[config.mk]
export PLATFORM = sky130hd
export DESIGN_NAME = riff_wave_header_parser
export DESIGN_NICKNAME = d
export VERILOG_FILES = /design/src/rtl/core/rwh_pkg.sv /design/src/rtl/core/riff_wave_header_parser.sv /design/src/rtl/core/rwh_in_reg.sv /design/src/rtl/core/rwh_parse.sv /design/src/rtl/core/rwh_out_reg.sv
export SDC_FILE = /design/constraint.sdc
export NUM_CORES = 1
export LEC_CHECK = 0
export CORE_ASPECT_RATIO = 1.25
export CORE_MARGIN = 3
export CORE_UTILIZATION = 45
export CTS_BUF_LIST = sky130_fd_sc_hd__clkbuf_4
export CTS_CLUSTER_SIZE = 12
export DETAILED_ROUTE_END_ITERATION = 10
export DONT_BUFFER_PORTS = 1
export GPL_TIMING_DRIVEN = 0
export PLACE_DENSITY = 0.66
export SLEW_MARGIN = 20
export SYNTH_ARGS = -nofsm -noshare
export SYNTH_HDL_FRONTEND = slang
export SYNTH_HIERARCHICAL = 1
export SYNTH_SLANG_ARGS = --single-unit
[constraint.sdc]
create_clock -name clk -period 8.35 [get_ports clk]
set_input_delay 1.67 -clock clk [delete_from_list [all_inputs] [get_ports clk]]
set_output_delay 1.67 -clock clk [all_outputs]
set_load 0.1 [all_outputs]
[src/rtl/core/rwh_pkg.sv]
// shared types, tag constants and a helper for the riff/wave header parser
package rwh_pkg;

  localparam logic [31:0] TAG_RIFF         = 32'h4646_4952;
  localparam logic [31:0] TAG_WAVE         = 32'h4556_4157;
  localparam logic [31:0] TAG_FMT          = 32'h2074_6D66;
  localparam logic [31:0] TAG_DATA         = 32'h6174_6164;
  localparam logic [31:0] FMT_BODY_LEN     = 32'd16;
  localparam logic [31:0] DEFAULT_RATE     = 32'd44100;
  localparam logic [15:0] DEFAULT_CHANNELS = 16'd2;

  // byte index positions inside the header, chunk header and fmt body
  localparam logic [3:0] IDX_RIFF_LAST = 4'd3;
  localparam logic [3:0] IDX_WAVE_LOW  = 4'd8;
  localparam logic [3:0] IDX_HEAD_LAST = 4'd11;
  localparam logic [3:0] IDX_TAG_LAST  = 4'd3;
  localparam logic [3:0] IDX_CHDR_LAST = 4'd7;
  localparam logic [3:0] IDX_CH_LO     = 4'd2;
  localparam logic [3:0] IDX_CH_HI     = 4'd3;
  localparam logic [3:0] IDX_RATE_LO   = 4'd4;
  localparam logic [3:0] IDX_RATE_HI   = 4'd7;
  localparam logic [3:0] IDX_FMT_LAST  = 4'd15;

  typedef enum logic [2:0] {
    PH_IDLE = 3'd0,
    PH_HEAD = 3'd1,
    PH_CHDR = 3'd2,
    PH_FMT  = 3'd3,
    PH_SKIP = 3'd4,
    PH_DONE = 3'd5
  } phase_t;

  typedef enum logic [1:0] {
    ST_DATA_FOUND = 2'd0,
    ST_BAD_SIG    = 2'd1,
    ST_EARLY_END  = 2'd2
  } status_t;

  typedef struct packed {
    logic [7:0] data_byte;
    logic       start_of_file;
    logic       end_of_file;
  } item_t;

  typedef struct packed {
    status_t     status;
    logic [15:0] channels;
    logic [31:0] sample_rate;
    logic [31:0] data_offset;
    logic [31:0] data_size;
  } result_t;

  // replace one byte lane of a little-endian word
  function automatic logic [31:0] set_lane(input logic [31:0] w, input logic [1:0] lane,
                                           input logic [7:0] b);
    logic [31:0] r;
    r = w;
    r[{lane, 3'b000} +: 8] = b;
    return r;
  endfunction

endpackage

[src/rtl/core/riff_wave_header_parser.sv]
// top level of the riff/wave header parser: input register, parser, result register
//
// usage
//   input channel: one file byte per item on in_data_byte, with in_start_of_file
//   on the first byte of a file and in_end_of_file on the last available byte
//   result channel: at most one item per file, carrying out_status (data chunk
//   found, bad signature, early end) plus channels, sample rate, data offset
//   and data size; error items carry zeros in all numeric fields
// timing
//   an accepted byte is parsed straight out of the input register once the
//   result register has room, and its result, if any, is loaded there at the
//   edge that retires the byte; one byte per cycle sustained while the result
//   register has room; the parse state loop (phase, byte index, 32-bit
//   position counter and skip counter) closes through combinational logic
// reset
//   rst_n low clears both registers' valid flags and parks the parser idle;
//   bytes before the first start-of-file byte are taken and dropped
// back pressure
//   while out_stall holds a waiting result, the parser takes no byte, since
//   the result register has no room; the input register fills and in_stall
//   rises, so nothing is lost and nothing is repeated
module riff_wave_header_parser
  import rwh_pkg::*;
(
  input  logic        clk,
  input  logic        rst_n,
  input  logic        in_valid,
  output logic        in_stall,
  input  logic [7:0]  in_data_byte,
  input  logic        in_start_of_file,
  input  logic        in_end_of_file,
  output logic        out_valid,
  input  logic        out_stall,
  output logic [1:0]  out_status,
  output logic [15:0] out_channels,
  output logic [31:0] out_sample_rate,
  output logic [31:0] out_data_offset,
  output logic [31:0] out_data_size
);

  item_t   in_item;
  item_t   hold_item;
  logic    hold_valid;
  logic    out_free;
  logic    step;
  logic    res_valid;
  result_t res;
  result_t out_res;

  assign in_item = '{data_byte: in_data_byte, start_of_file: in_start_of_file,
                     end_of_file: in_end_of_file};

  // a held byte is parsed only when its possible result has a place to go
  assign step = hold_valid && out_free;

  rwh_in_reg u_in_reg (
    .clk        (clk),
    .rst_n      (rst_n),
    .in_valid   (in_valid),
    .in_stall   (in_stall),
    .in_item    (in_item),
    .take       (step),
    .hold_valid (hold_valid),
    .hold_item  (hold_item)
  );

  rwh_parse u_parse (
    .clk       (clk),
    .rst_n     (rst_n),
    .step      (step),
    .item      (hold_item),
    .res_valid (res_valid),
    .res       (res)
  );

  rwh_out_reg u_out_reg (
    .clk       (clk),
    .rst_n     (rst_n),
    .load      (step && res_valid),
    .load_res  (res),
    .out_stall (out_stall),
    .out_valid (out_valid),
    .free      (out_free),
    .out_res   (out_res)
  );

  // unpack the result item onto its field ports
  assign out_status      = out_res.status;
  assign out_channels    = out_res.channels;
  assign out_sample_rate = out_res.sample_rate;
  assign out_data_offset = out_res.data_offset;
  assign out_data_size   = out_res.data_size;

endmodule

[src/rtl/core/rwh_in_reg.sv]
// input register stage holding one byte item until the parser takes it
module rwh_in_reg
  import rwh_pkg::*;
(
  input  logic  clk,
  input  logic  rst_n,
  input  logic  in_valid,
  output logic  in_stall,
  input  item_t in_item,
  input  logic  take,
  output logic  hold_valid,
  output item_t hold_item
);

  logic  valid_r, valid_nxt;
  item_t item_r;
  logic  accept;

  assign in_stall   = valid_r && !take;
  assign accept     = in_valid && !in_stall;
  assign hold_valid = valid_r;
  assign hold_item  = item_r;

  always_comb begin
    valid_nxt = valid_r;
    if (take) begin
      valid_nxt = 1'b0;
    end
    if (accept) begin
      valid_nxt = 1'b1;
    end
  end

  always_ff @(posedge clk) begin
    if (!rst_n) begin
      valid_r <= 1'b0;
    end else begin
      valid_r <= valid_nxt;
    end
  end

  always_ff @(posedge clk) begin
    if (accept) begin
      item_r <= in_item;
    end
  end

endmodule

[src/rtl/core/rwh_parse.sv]
// parse state machine: one byte per step, header checks, chunk walk, result build
module rwh_parse
  import rwh_pkg::*;
(
  input  logic    clk,
  input  logic    rst_n,
  input  logic    step,
  input  item_t   item,
  output logic    res_valid,
  output result_t res
);

  phase_t      phase_r, phase_nxt;
  logic [3:0]  idx_r, idx_nxt;
  logic [31:0] pos_r, pos_nxt;
  logic [31:0] tag_r, tag_nxt;
  logic [31:0] len_r, len_nxt;
  logic [31:0] skip_r, skip_nxt;
  logic [15:0] ch_r, ch_nxt;
  logic [31:0] rate_r, rate_nxt;
  logic        bad_r, bad_nxt;

  // state after an optional restart
  phase_t      ph_s;
  logic [3:0]  idx_s;
  logic [31:0] pos_s, tag_s, len_s, skip_s, rate_s;
  logic [15:0] ch_s;
  logic        bad_s;
  logic [7:0]  b;
  logic [31:0] skip_dec;

  always_comb begin
    b = item.data_byte;
    if (item.start_of_file) begin
      ph_s   = PH_HEAD;
      idx_s  = '0;
      pos_s  = '0;
      tag_s  = '0;
      len_s  = '0;
      skip_s = '0;
      ch_s   = DEFAULT_CHANNELS;
      rate_s = DEFAULT_RATE;
      bad_s  = 1'b0;
    end else begin
      ph_s   = phase_r;
      idx_s  = idx_r;
      pos_s  = pos_r;
      tag_s  = tag_r;
      len_s  = len_r;
      skip_s = skip_r;
      ch_s   = ch_r;
      rate_s = rate_r;
      bad_s  = bad_r;
    end

    phase_nxt = ph_s;
    idx_nxt   = idx_s;
    pos_nxt   = pos_s;
    tag_nxt   = tag_s;
    len_nxt   = len_s;
    skip_nxt  = skip_s;
    ch_nxt    = ch_s;
    rate_nxt  = rate_s;
    bad_nxt   = bad_s;
    res_valid = 1'b0;
    res       = '{status: ST_DATA_FOUND, channels: '0, sample_rate: '0,
                  data_offset: '0, data_size: '0};
    skip_dec  = skip_s - 32'd1;

    if (step && ph_s != PH_IDLE && ph_s != PH_DONE) begin
      if (pos_s != '1) begin
        pos_nxt = pos_s + 32'd1;
      end
      case (ph_s)
        PH_HEAD: begin
          if (idx_s < 4'd4 || idx_s >= IDX_WAVE_LOW) begin
            tag_nxt = set_lane(tag_s, idx_s[1:0], b);
          end
          if (idx_s == IDX_RIFF_LAST) begin
            if (tag_nxt != TAG_RIFF) begin
              bad_nxt = 1'b1;
            end
            tag_nxt = '0;
          end
          if (idx_s >= IDX_HEAD_LAST) begin
            if (tag_nxt != TAG_WAVE) begin
              bad_nxt = 1'b1;
            end
            tag_nxt = '0;
            idx_nxt = '0;
            if (bad_nxt) begin
              res_valid  = 1'b1;
              res.status = ST_BAD_SIG;
              phase_nxt  = PH_DONE;
            end else begin
              phase_nxt = PH_CHDR;
            end
          end else begin
            idx_nxt = idx_s + 4'd1;
          end
        end
        PH_CHDR: begin
          if (idx_s <= IDX_TAG_LAST) begin
            tag_nxt = set_lane((idx_s == '0) ? '0 : tag_s, idx_s[1:0], b);
          end else begin
            len_nxt = set_lane((idx_s == 4'd4) ? '0 : len_s, idx_s[1:0], b);
          end
          if (idx_s >= IDX_CHDR_LAST) begin
            idx_nxt = '0;
            if (tag_nxt == TAG_FMT) begin
              phase_nxt = PH_FMT;
            end else if (tag_nxt == TAG_DATA) begin
              res_valid = 1'b1;
              res       = '{status: ST_DATA_FOUND, channels: ch_s, sample_rate: rate_s,
                            data_offset: pos_nxt, data_size: len_nxt};
              phase_nxt = PH_DONE;
            end else if (len_nxt != '0) begin
              skip_nxt  = len_nxt;
              phase_nxt = PH_SKIP;
            end
          end else begin
            idx_nxt = idx_s + 4'd1;
          end
        end
        PH_FMT: begin
          if (idx_s == IDX_CH_LO) begin
            ch_nxt[7:0] = b;
          end
          if (idx_s == IDX_CH_HI) begin
            ch_nxt[15:8] = b;
          end
          if (idx_s >= IDX_RATE_LO && idx_s <= IDX_RATE_HI) begin
            rate_nxt = set_lane(rate_s, idx_s[1:0], b);
          end
          if (idx_s >= IDX_FMT_LAST) begin
            idx_nxt = '0;
            if (len_s > FMT_BODY_LEN) begin
              skip_nxt  = len_s - FMT_BODY_LEN;
              phase_nxt = PH_SKIP;
            end else begin
              phase_nxt = PH_CHDR;
            end
          end else begin
            idx_nxt = idx_s + 4'd1;
          end
        end
        PH_SKIP: begin
          // down-count to zero, then back to chunk headers
          if (skip_s == '0 || skip_s == 32'd1) begin
            skip_nxt  = '0;
            idx_nxt   = '0;
            phase_nxt = PH_CHDR;
          end else begin
            skip_nxt = skip_dec;
          end
        end
        default: begin
          phase_nxt = PH_DONE;
        end
      endcase

      // early end unless this byte already produced a result
      if (item.end_of_file && !res_valid) begin
        res_valid  = 1'b1;
        res.status = ST_EARLY_END;
        phase_nxt  = PH_DONE;
      end
    end else if (!step) begin
      phase_nxt = phase_r;
      idx_nxt   = idx_r;
      pos_nxt   = pos_r;
      tag_nxt   = tag_r;
      len_nxt   = len_r;
      skip_nxt  = skip_r;
      ch_nxt    = ch_r;
      rate_nxt  = rate_r;
      bad_nxt   = bad_r;
    end
  end

  always_ff @(posedge clk) begin
    if (!rst_n) begin
      phase_r <= PH_IDLE;
    end else begin
      phase_r <= phase_nxt;
    end
  end

  always_ff @(posedge clk) begin
    idx_r  <= idx_nxt;
    pos_r  <= pos_nxt;
    tag_r  <= tag_nxt;
    len_r  <= len_nxt;
    skip_r <= skip_nxt;
    ch_r   <= ch_nxt;
    rate_r <= rate_nxt;
    bad_r  <= bad_nxt;
  end

endmodule

[src/rtl/core/rwh_out_reg.sv]
// result register presenting one result item to the receiver
module rwh_out_reg
  import rwh_pkg::*;
(
  input  logic    clk,
  input  logic    rst_n,
  input  logic    load,
  input  result_t load_res,
  input  logic    out_stall,
  output logic    out_valid,
  output logic    free,
  output result_t out_res
);

  logic    valid_r, valid_nxt;
  result_t res_r;

  assign out_valid = valid_r;
  assign out_res   = res_r;
  assign free      = !valid_r || !out_stall;

  always_comb begin
    valid_nxt = valid_r;
    if (valid_r && !out_stall) begin
      valid_nxt = 1'b0;
    end
    if (load) begin
      valid_nxt = 1'b1;
    end
  end

  always_ff @(posedge clk) begin
    if (!rst_n) begin
      valid_r <= 1'b0;
    end else begin
      valid_r <= valid_nxt;
    end
  end

  always_ff @(posedge clk) begin
    if (load) begin
      res_r <= load_res;
    end
  end

endmodule
# Word level (Yosys, flattened, before mapping)
# Cells that the tools add are included.
[classes]
reduce_logical = 26
mux = 106
n_lt_le_gt_ge = 9
eq_ne = 14
addsub = 5
n_bitwise = 4
shifts = 2
[op_table]
columns = ["op", "n"]
rows = [
  ["two-way mux 32 bit", 41],
  ["two-way mux 114 bit", 2],
  ["bitwise mux 32 bit", 4],
  ["two-way mux 112 bit", 1],
  ["case mux 32 bit (3 select lines)", 1],
  ["two-way mux 16 bit", 4],
  ["!= test 32 x 31 -> 1 bit (second input constant)", 2],
  ["case mux 32 bit (2 select lines)", 1],
  ["two-way mux 3 bit", 13],
  ["adder 32 x 1 -> 32 bit (second input constant)", 1],
  ["== test 32 x 1 -> 1 bit (second input constant)", 1],
  ["== test 32 x 30 -> 1 bit (second input constant)", 1],
  ["== test 32 x 31 -> 1 bit (second input constant)", 1],
  ["greater-than comparator 32 x 5 -> 1 bit (second input constant)", 1],
  ["logical NOT 32 bit", 1],
  ["!= test 32 bit (second input constant)", 1],
  ["nonzero test 32 bit", 1],
  ["variable shift 8 x 7 -> 32 bit (first input constant)", 1],
  ["indexed part select 8 x 7 -> 32 bit", 1],
  ["subtractor 32 x 1 -> 32 bit (second input constant)", 1],
  ["subtractor 32 x 5 -> 32 bit (second input constant)", 1],
  ["two-way mux 4 bit", 7],
  ["two-way mux 1 bit", 24],
  ["two-way mux 8 bit", 2],
  ["27 further kinds", 52],
]
[totals]
inputBits = 14
elab_cells = 186
ff_bits = 310
out_inout_bits = 116

# Depth between registers and ports, before layout
[depth]
ltp_word = 25
depth_mapped = 23
mapped_depth_nobuf = 15

# Hierarchy
# Netlist, hierarchy kept.
[modules_own_cells]
columns = ["mod", "cells_each", "seq_area_each_um2", "n_inst", "area_per_inst_um2"]
rows = [
  ["rwh_parse", 1866, 5495.3, 1, 14906.8],
  ["rwh_out_reg", 118, 3443.3, 1, 3458.3],
  ["rwh_in_reg", 14, 320.3, 1, 347.8],
  ["riff_wave_header_parser", 2, 0.0, 1, 12.5],
]

# Worst setup path before layout
# Ideal clock, no wire load.
[synth_timing]
kind = "register -> register"
start = "reg u_in_reg.item_r, in the netlist u_in_reg/hold_item[1]"
end = "reg u_out_reg.res_r, in the netlist u_out_reg/out_res[0] (enable)"
n_path_buf = 9
required_time_ns = 7.862
synth_period_minus_slack_ns = 7.808
setup_time_ns = 0.488
path_stages_with_launch = 22
arrival_time_ns = 7.320
path_slack_ns = 0.542
path_cell_list = "edfxtp_1 -> buf_2 -> inv_2 -> buf_1 -> clkbuf_1 -> clkbuf_1 -> clkbuf_1 -> clkbuf_1 -> nand2_1 -> ha_1 -> buf_2 -> nor3b_1 -> buf_2 -> buf_4 -> nand2_1 -> o22a_1 -> nor4_1 -> nand3_1 -> nor4_1 -> a21oi_1 -> a21oi_1 -> and3_1"
[synth_via]
elab_chain_cells = 24
word_cells_on_any_way = 55
classes_between = "add/sub: 1; order compare: 5; eq/ne: 8; shift: 2; mux: 31; reduce/logical: 8"
[synth_lines]
columns = ["item", "line", "rtl"]
rows = [
  ["from (decl)", "rwh_in_reg.sv:16", "item_t item_r;"],
  ["from (signal assigned)", "rwh_in_reg.sv:44", "item_r <= in_item;"],
  ["two-way mux 4 bit", "rwh_parse.sv:34", "if (item.start_of_file) begin"],
  ["negation 5 -> 7 bit", "rwh_pkg.sv:58", "r[{lane, 3'b000} +: 8] = b;"],
  ["indexed part select 8 x 7 -> 32 bit or variable shift 8 x 7 -> 32 bit (tied branches)", "rwh_pkg.sv:58", ""],
  ["bitwise mux 32 bit", "rwh_pkg.sv:58", ""],
  ["two-way mux 32 bit", "rwh_parse.sv:76", "if (idx_s < 4'd4 || idx_s >= IDX_WAVE_LOW) begin"],
  ["two-way mux 32 bit", "rwh_parse.sv:74", "case (ph_s)"],
  ["two-way mux 32 bit", "rwh_parse.sv:70", "if (step && ph_s != PH_IDLE && ph_s != PH_DONE) begin"],
  ["two-way mux 32 bit", "rwh_parse.sv:79", "if (idx_s == IDX_RIFF_LAST) begin"],
  ["[9 not listed]", "-", ""],
  ["case mux 1 bit (2 select lines)", "rwh_parse.sv:74", ""],
  ["two-way mux 1 bit", "rwh_parse.sv:70", ""],
  ["logical NOT 1 bit", "rwh_parse.sv:163", "if (item.end_of_file && !res_valid) begin"],
  ["logical AND 1 bit", "rwh_parse.sv:163", ""],
  ["two-way mux 1 bit", "rwh_parse.sv:163", ""],
  ["two-way mux 1 bit *", "rwh_parse.sv:70", ""],
  ["via res_valid", "riff_wave_header_parser.sv:46", "logic res_valid;"],
  ["logical AND 1 bit *", "riff_wave_header_parser.sv:79", ".load (step && res_valid),"],
  ["to (signal assigned)", "rwh_out_reg.sv:42", "res_r <= load_res;"],
  ["to (decl)", "rwh_out_reg.sv:16", "result_t res_r;"],
]
# The timed path passes the listed nets; every way through them passes the cells marked *. The select of a mux whose other input is x is not followed.
# A chain may end at the register's enable or synchronous reset.

# Worst setup path in the final report
[layout_timing]
start = "reg u_in_reg.item_r, in the netlist u_in_reg/hold_item[1]"
end = "reg u_out_reg.res_r, in the netlist u_out_reg/out_res[102] (data pin)"
[layout_via]
elab_chain_cells = 10
word_cells_on_any_way = 27
classes_between = "add/sub: 1; order compare: 2; eq/ne: 4; shift: 2; mux: 9; bitwise: 4; reduce/logical: 5"
[layout_lines]
columns = ["item", "line", "rtl"]
rows = [
  ["two-way mux 4 bit", "rwh_parse.sv:34", ""],
  ["negation 5 -> 7 bit or logical NOT 4 bit (tied branches)", "rwh_pkg.sv:58, rwh_parse.sv:104", ""],
  ["indexed part select 8 x 7 -> 32 bit, or another cell as far along", "rwh_pkg.sv:58", ""],
  ["bitwise mux 32 bit", "rwh_pkg.sv:58", ""],
  ["two-way mux 32 bit", "rwh_parse.sv:103", "if (idx_s <= IDX_TAG_LAST) begin"],
  ["two-way mux 32 bit", "rwh_parse.sv:74", ""],
  ["two-way mux 32 bit", "rwh_parse.sv:70", ""],
  ["== test 32 x 31 -> 1 bit", "rwh_parse.sv:112", "end else if (tag_nxt == TAG_DATA) begin"],
  ["NOT 1 bit (no line)", "-", ""],
  ["OR reduction 5 bit (no line)", "-", ""],
]
# Parallel ways exist; a longest one is shown, timed or not. The select of a mux whose other input is x is not followed.

==> results.md <==
Yosys:
- In this run, synthesis inferred 305 flip-flops with an integrated enable.
- After synthesis the netlist holds a flip-flop and latch count of 310.
- The part of the Yosys area used for sequential elements is around 49%.
- The proportion of synthesized area in mux cells is 0.815%.
- The count of yosys warnings during synthesis is 6.
- By area the synthesized netlist is led by sky130_fd_sc_hd__edfxtp_1 (49%), sky130_fd_sc_hd__nand2_1 (5.2%), sky130_fd_sc_hd__nor2_1 (5.1%).
- The top cell type by total area after synthesis is sky130_fd_sc_hd__edfxtp_1.
- The number of distinct standard cells referenced by the synthesized netlist is 89.
- The prevailing post-synth register cell is sky130_fd_sc_hd__edfxtp_1.
- The post-synthesis share of cell area spent on and, or, nand and nor gates is 22.7%.
- The count of mapped cells out of synthesis is 2,000.
- The xor and xnor fraction of the mapped netlist area is around 3.8%.
- The synthesized-area fraction occupied by adder cells is 0.735%.
- The post-synthesis area per instance is 9.36 sq um.
- The dominant combinational cell family by area after synthesis is simple AND/OR/NAND/NOR gates.
- The top cell type by area accounts for between 40 and 50% of the synthesized area.
- The number of nets produced by synthesis is slightly above 2,000.
- Summing the areas of all compound-gate instances in the mapped netlist gives 18.8% of the synthesized area.
- The total standard cell area after synthesis is 18,700 sq um.
- In the synthesized netlist the async set-or-reset flop fraction comes to 0%.

Timing:
- Setup repair after global routing left no endpoint under its margin.
- After layout, the worst setup slack is -0.0687 ns.
- Of the available clock period, the critical path in the final layout requires 101%.
- The achievable frequency is 0.119 GHz.
- The max-slew headroom at the worst pin is approximately 15%.
- For the finished layout, the period the worst path requires is 8.42 ns.
- Between clock sinks in the finished design, the worst skew comes to 0.0537 ns.
- The slew at the pin closest to its max-slew limit is 1.26 ns.
- The final setup violation count is 29.
- The worst hold slack is 0.569 ns.
- The final number of hold-violating endpoints is 0.
- The final count of pins violating max slew is 0.

Layout:
- The fraction of layout instances using a drive strength above 1 is 10.1%.
- After filler insertion, the fill cell instance count of the layout stands at 3,927.
- Leaving out fill and tap cells, the most frequent cell in the layout is sky130_fd_sc_hd__edfxtp_1.
- The top cell types in the final layout, fill and taps aside, are sky130_fd_sc_hd__edfxtp_1 (305), sky130_fd_sc_hd__nand2_1 (261), sky130_fd_sc_hd__nor2_1 (252).
- The final layout contains ~2,100 nets.
- The count of non-filler cells in the finished layout is 2,691.
- Once layout is complete, the utilization of the core stands at 50.8%.
- Relative to the synthesized area, the layout overhead comes to 10.3%.

Route:
- The routed length per instance is 31.5 um.
- The routed via count is 18,000.
- The detail route stage leaves a number of antenna-violating nets equal to 0.
- In the routed design, unresolved DRC markers number 0.
- Dividing the detail-routed via count by the number of cells gives 6.70.
- For this run, the detailed router's first-pass iteration total came to 8.
- After the first detailed-routing iteration, the DRC count stood at approximately 2,500.
- The wire length reported by the detailed router is 84.9 mm.

Pwr:
- IR analysis of the VDD net gives a maximum drop of a little over 0.1 mV.
- The static leakage power is 6.91 nW.
- The power density over the cells is 181 nW/um^2.

Worst setup path:
- The critical path's largest stage delay is between 0.5 and 0.6 ns.
- Among all stages on the critical path, the largest delay is contributed by sky130_fd_sc_hd__or3_1.
- The library cell appearing most often on the critical path is sky130_fd_sc_hd__buf_2.
- In this run the critical register-to-register path is launched from u_in_reg/hold_item[1]$_DFFE_PP_.
- At the worst endpoint, the required time is 8.93 ns.
- At the worst endpoint, the arrival time is 9.00 ns.
- Walking the worst path, the cells encountered are buf_2 -> inv_2 -> buf_2 -> buf_2 -> buf_2 -> buf_2 -> clkbuf_2 -> nand2_1 -> inv_1 -> ha_1 -> clkbuf_1 -> and3_1 -> nand3_1 -> a2111oi_2 -> nand4_1 -> or3_1 -> o21ai_0 -> or4_1 -> clkbuf_1 -> buf_4 -> buf_2 -> nor2_1.
- The kind of start point of the critical path is a flip-flop.
- The path type of the worst setup path is flip-flop to flip-flop.
- The startpoint of the most critical setup path is u_in_reg/hold_item[1]$_DFFE_PP_.
- The sort of element at the end of the critical path is a flip-flop.
- Of all nets on the critical path, the largest fanout is 10.

Placement:
- The routability congestion estimate from global placement is 1.05.
- The number of buffers inserted by port buffering is 0.
- The worst setup timing slack at the placement stage is -1.81 ns.
- The sum of net half-perimeters after detailed placement is 61.5 mm.
- The number of instances in the placed design is 2,554.

Floorplan:
- The cell row count is between 80 and 90.
- The number of I/O pins is 130.
- The chip width is 188 um.
- The floorplan die height is about 230 um.
- Once the floorplan was initialized, standard cells occupied 46.1% of the core.
- The core region is 40,600 sq um.
- The die area is about 44,000 sq um.

Outcome:
- The flow ran to the end, but the final reports show violations.
- The final reports fail on negative setup slack.

Global route:
- The global-route wire length before repair is 121 mm.
- The maximum number of pins on one net before global-route repair is 61.
- The total global routing overflow is 0.
- In the global route stage, overall resource usage came out at 37.9%.
- The initial antenna violation count is 3.
- The via count of the first global-routing pass is between 15,000 and 20,000.

Clock tree:
- The number of clock buffers inserted by TritonCTS is a little over 80.
- The later-pin clock latency in the skew report is roughly 0.85 ns.
- Clock-pin slew was measured on the worst setup and hold paths at 0.08 ns.
- The clock tree from TritonCTS is done.
- CTS built an H-tree with a depth of 3.
- The tree is rooted in a sky130_fd_sc_hd__clkbuf_4.
- In this run the deepest clock path goes through 3 buffers.
- Clock tree synthesis found a total of 310 sinks.

Job:
- The tool flagged a number of max-cap violations equal to 0.

Min path:
- The tightest min-delay check is of the flip-flop to flip-flop type.
- The startpoint identified for the worst hold timing path is u_parse/ch_r[13]$_DFFE_PP_.
## per-stage QoR
stage                      TNS, ns  instance area (sq um)  power (mW)
after detailed placement   -392.78                  19600        2.42
after global routing             0                  20600        3.88
final                       -0.986                  20600        3.74
after floorplan                  0                  18700        2.19
after global placement    -1190.55                  19400        2.43
after CTS                        0                  20600        3.75
## critical path, delay by kind of cell (launching register included)
family	cells	cell delay (ns)
and+or+nand+nor	7	1.97
buffers and inverters	12	4.58
AOI/OAI and AO/OA	2	0.93
DFF	1	0.42
adders and majority gates	1	0.18
## final timing paths
path / endpoint / cells after the start / slack [ns]
max: u_out_reg/out_res[102]$_DFFE_PP_ / 22 / -0.07
min: u_out_reg/out_res[109]$_DFFE_PP_ / 2 / 0.57
max reg2reg: u_out_reg/out_res[102]$_DFFE_PP_ / 22 / -0.07
min reg2reg: u_out_reg/out_res[109]$_DFFE_PP_ / 2 / 0.57
## Yosys cell counts, drive strengths merged, types with 29 or more instances
cell	n
edfxtp	305
xor2	36
o22ai	29
nor2b	56
xnor2	45
nand4	32
nand2	261
a21oi	103
o21ai	173
buf	51
nor2	253
nor3	56
nand3	78
clkbuf	85
## what timing repair did
action                     4_1_cts  5_1_grt
buffers inserted                 0        0
hold buffers                     0        0
setup endpoints to repair      297      219
gates resized for setup          9       14
## registers in the layout, indices dropped and copies added (netlist names), 3 cells and up
signal              flops
u_in_reg/hold_item     10
u_out_reg/out_res     114
u_parse/ch_r           16
u_parse/idx_r           4
u_parse/len_r          32
u_parse/phase_r         3
u_parse/pos_r          32
u_parse/rate_r         32
u_parse/skip_r         32
u_parse/tag_r          32
## routing by layer
layer / share of wire [%] / global-route usage, %
met5: 0.014 / 0
met4: 9.1 / 30.1
met3: 10 / 8.43
met2: 44 / 58.7
met1: 37 / 45.7
## kinds of logic (layout without fill, tap and decap cells)
| family | Yosys count | in the layout |
|---|---|---|
| flip-flops | 310 | 310 |
| multiplexers | 15 | 15 |
| other | 0 | 2 |
| XOR/XNOR | 81 | 81 |
| buffers and inverters | 156 | 299 |
| AND/OR/NAND/NOR | 886 | 886 |
| AO/OA/AOI/OAI | 541 | 541 |
| adder cells (fa/ha/maj) | 11 | 11 |
## where the power goes
| group | switching, mW | internal (mW) | leakage, nW |
|---|---|---|---|
| combinational | 0.428 | 0.152 | 3.15 |
| clock | 0.669 | 0.650 | 0.581 |
| sequential | 0.0651 | 1.78 | 3.18 |
| total | 1.16 | 2.58 | 6.91 |
## final cells by class
cell class              instances  area [sq um]  area share [%]
flip-flops and latches        310          9260            44.8
multi-input cells            1534          8860            42.9
clock buffers                 112           841            4.07
well taps                     546           683            3.31
plain buffers                 136           632            3.06
repair buffers                  8           158           0.764
clock inverters                23           138           0.667
inverters                      20          75.1           0.364
diodes                          2          5.00          0.0242
(Power assumes the default switching activity.)
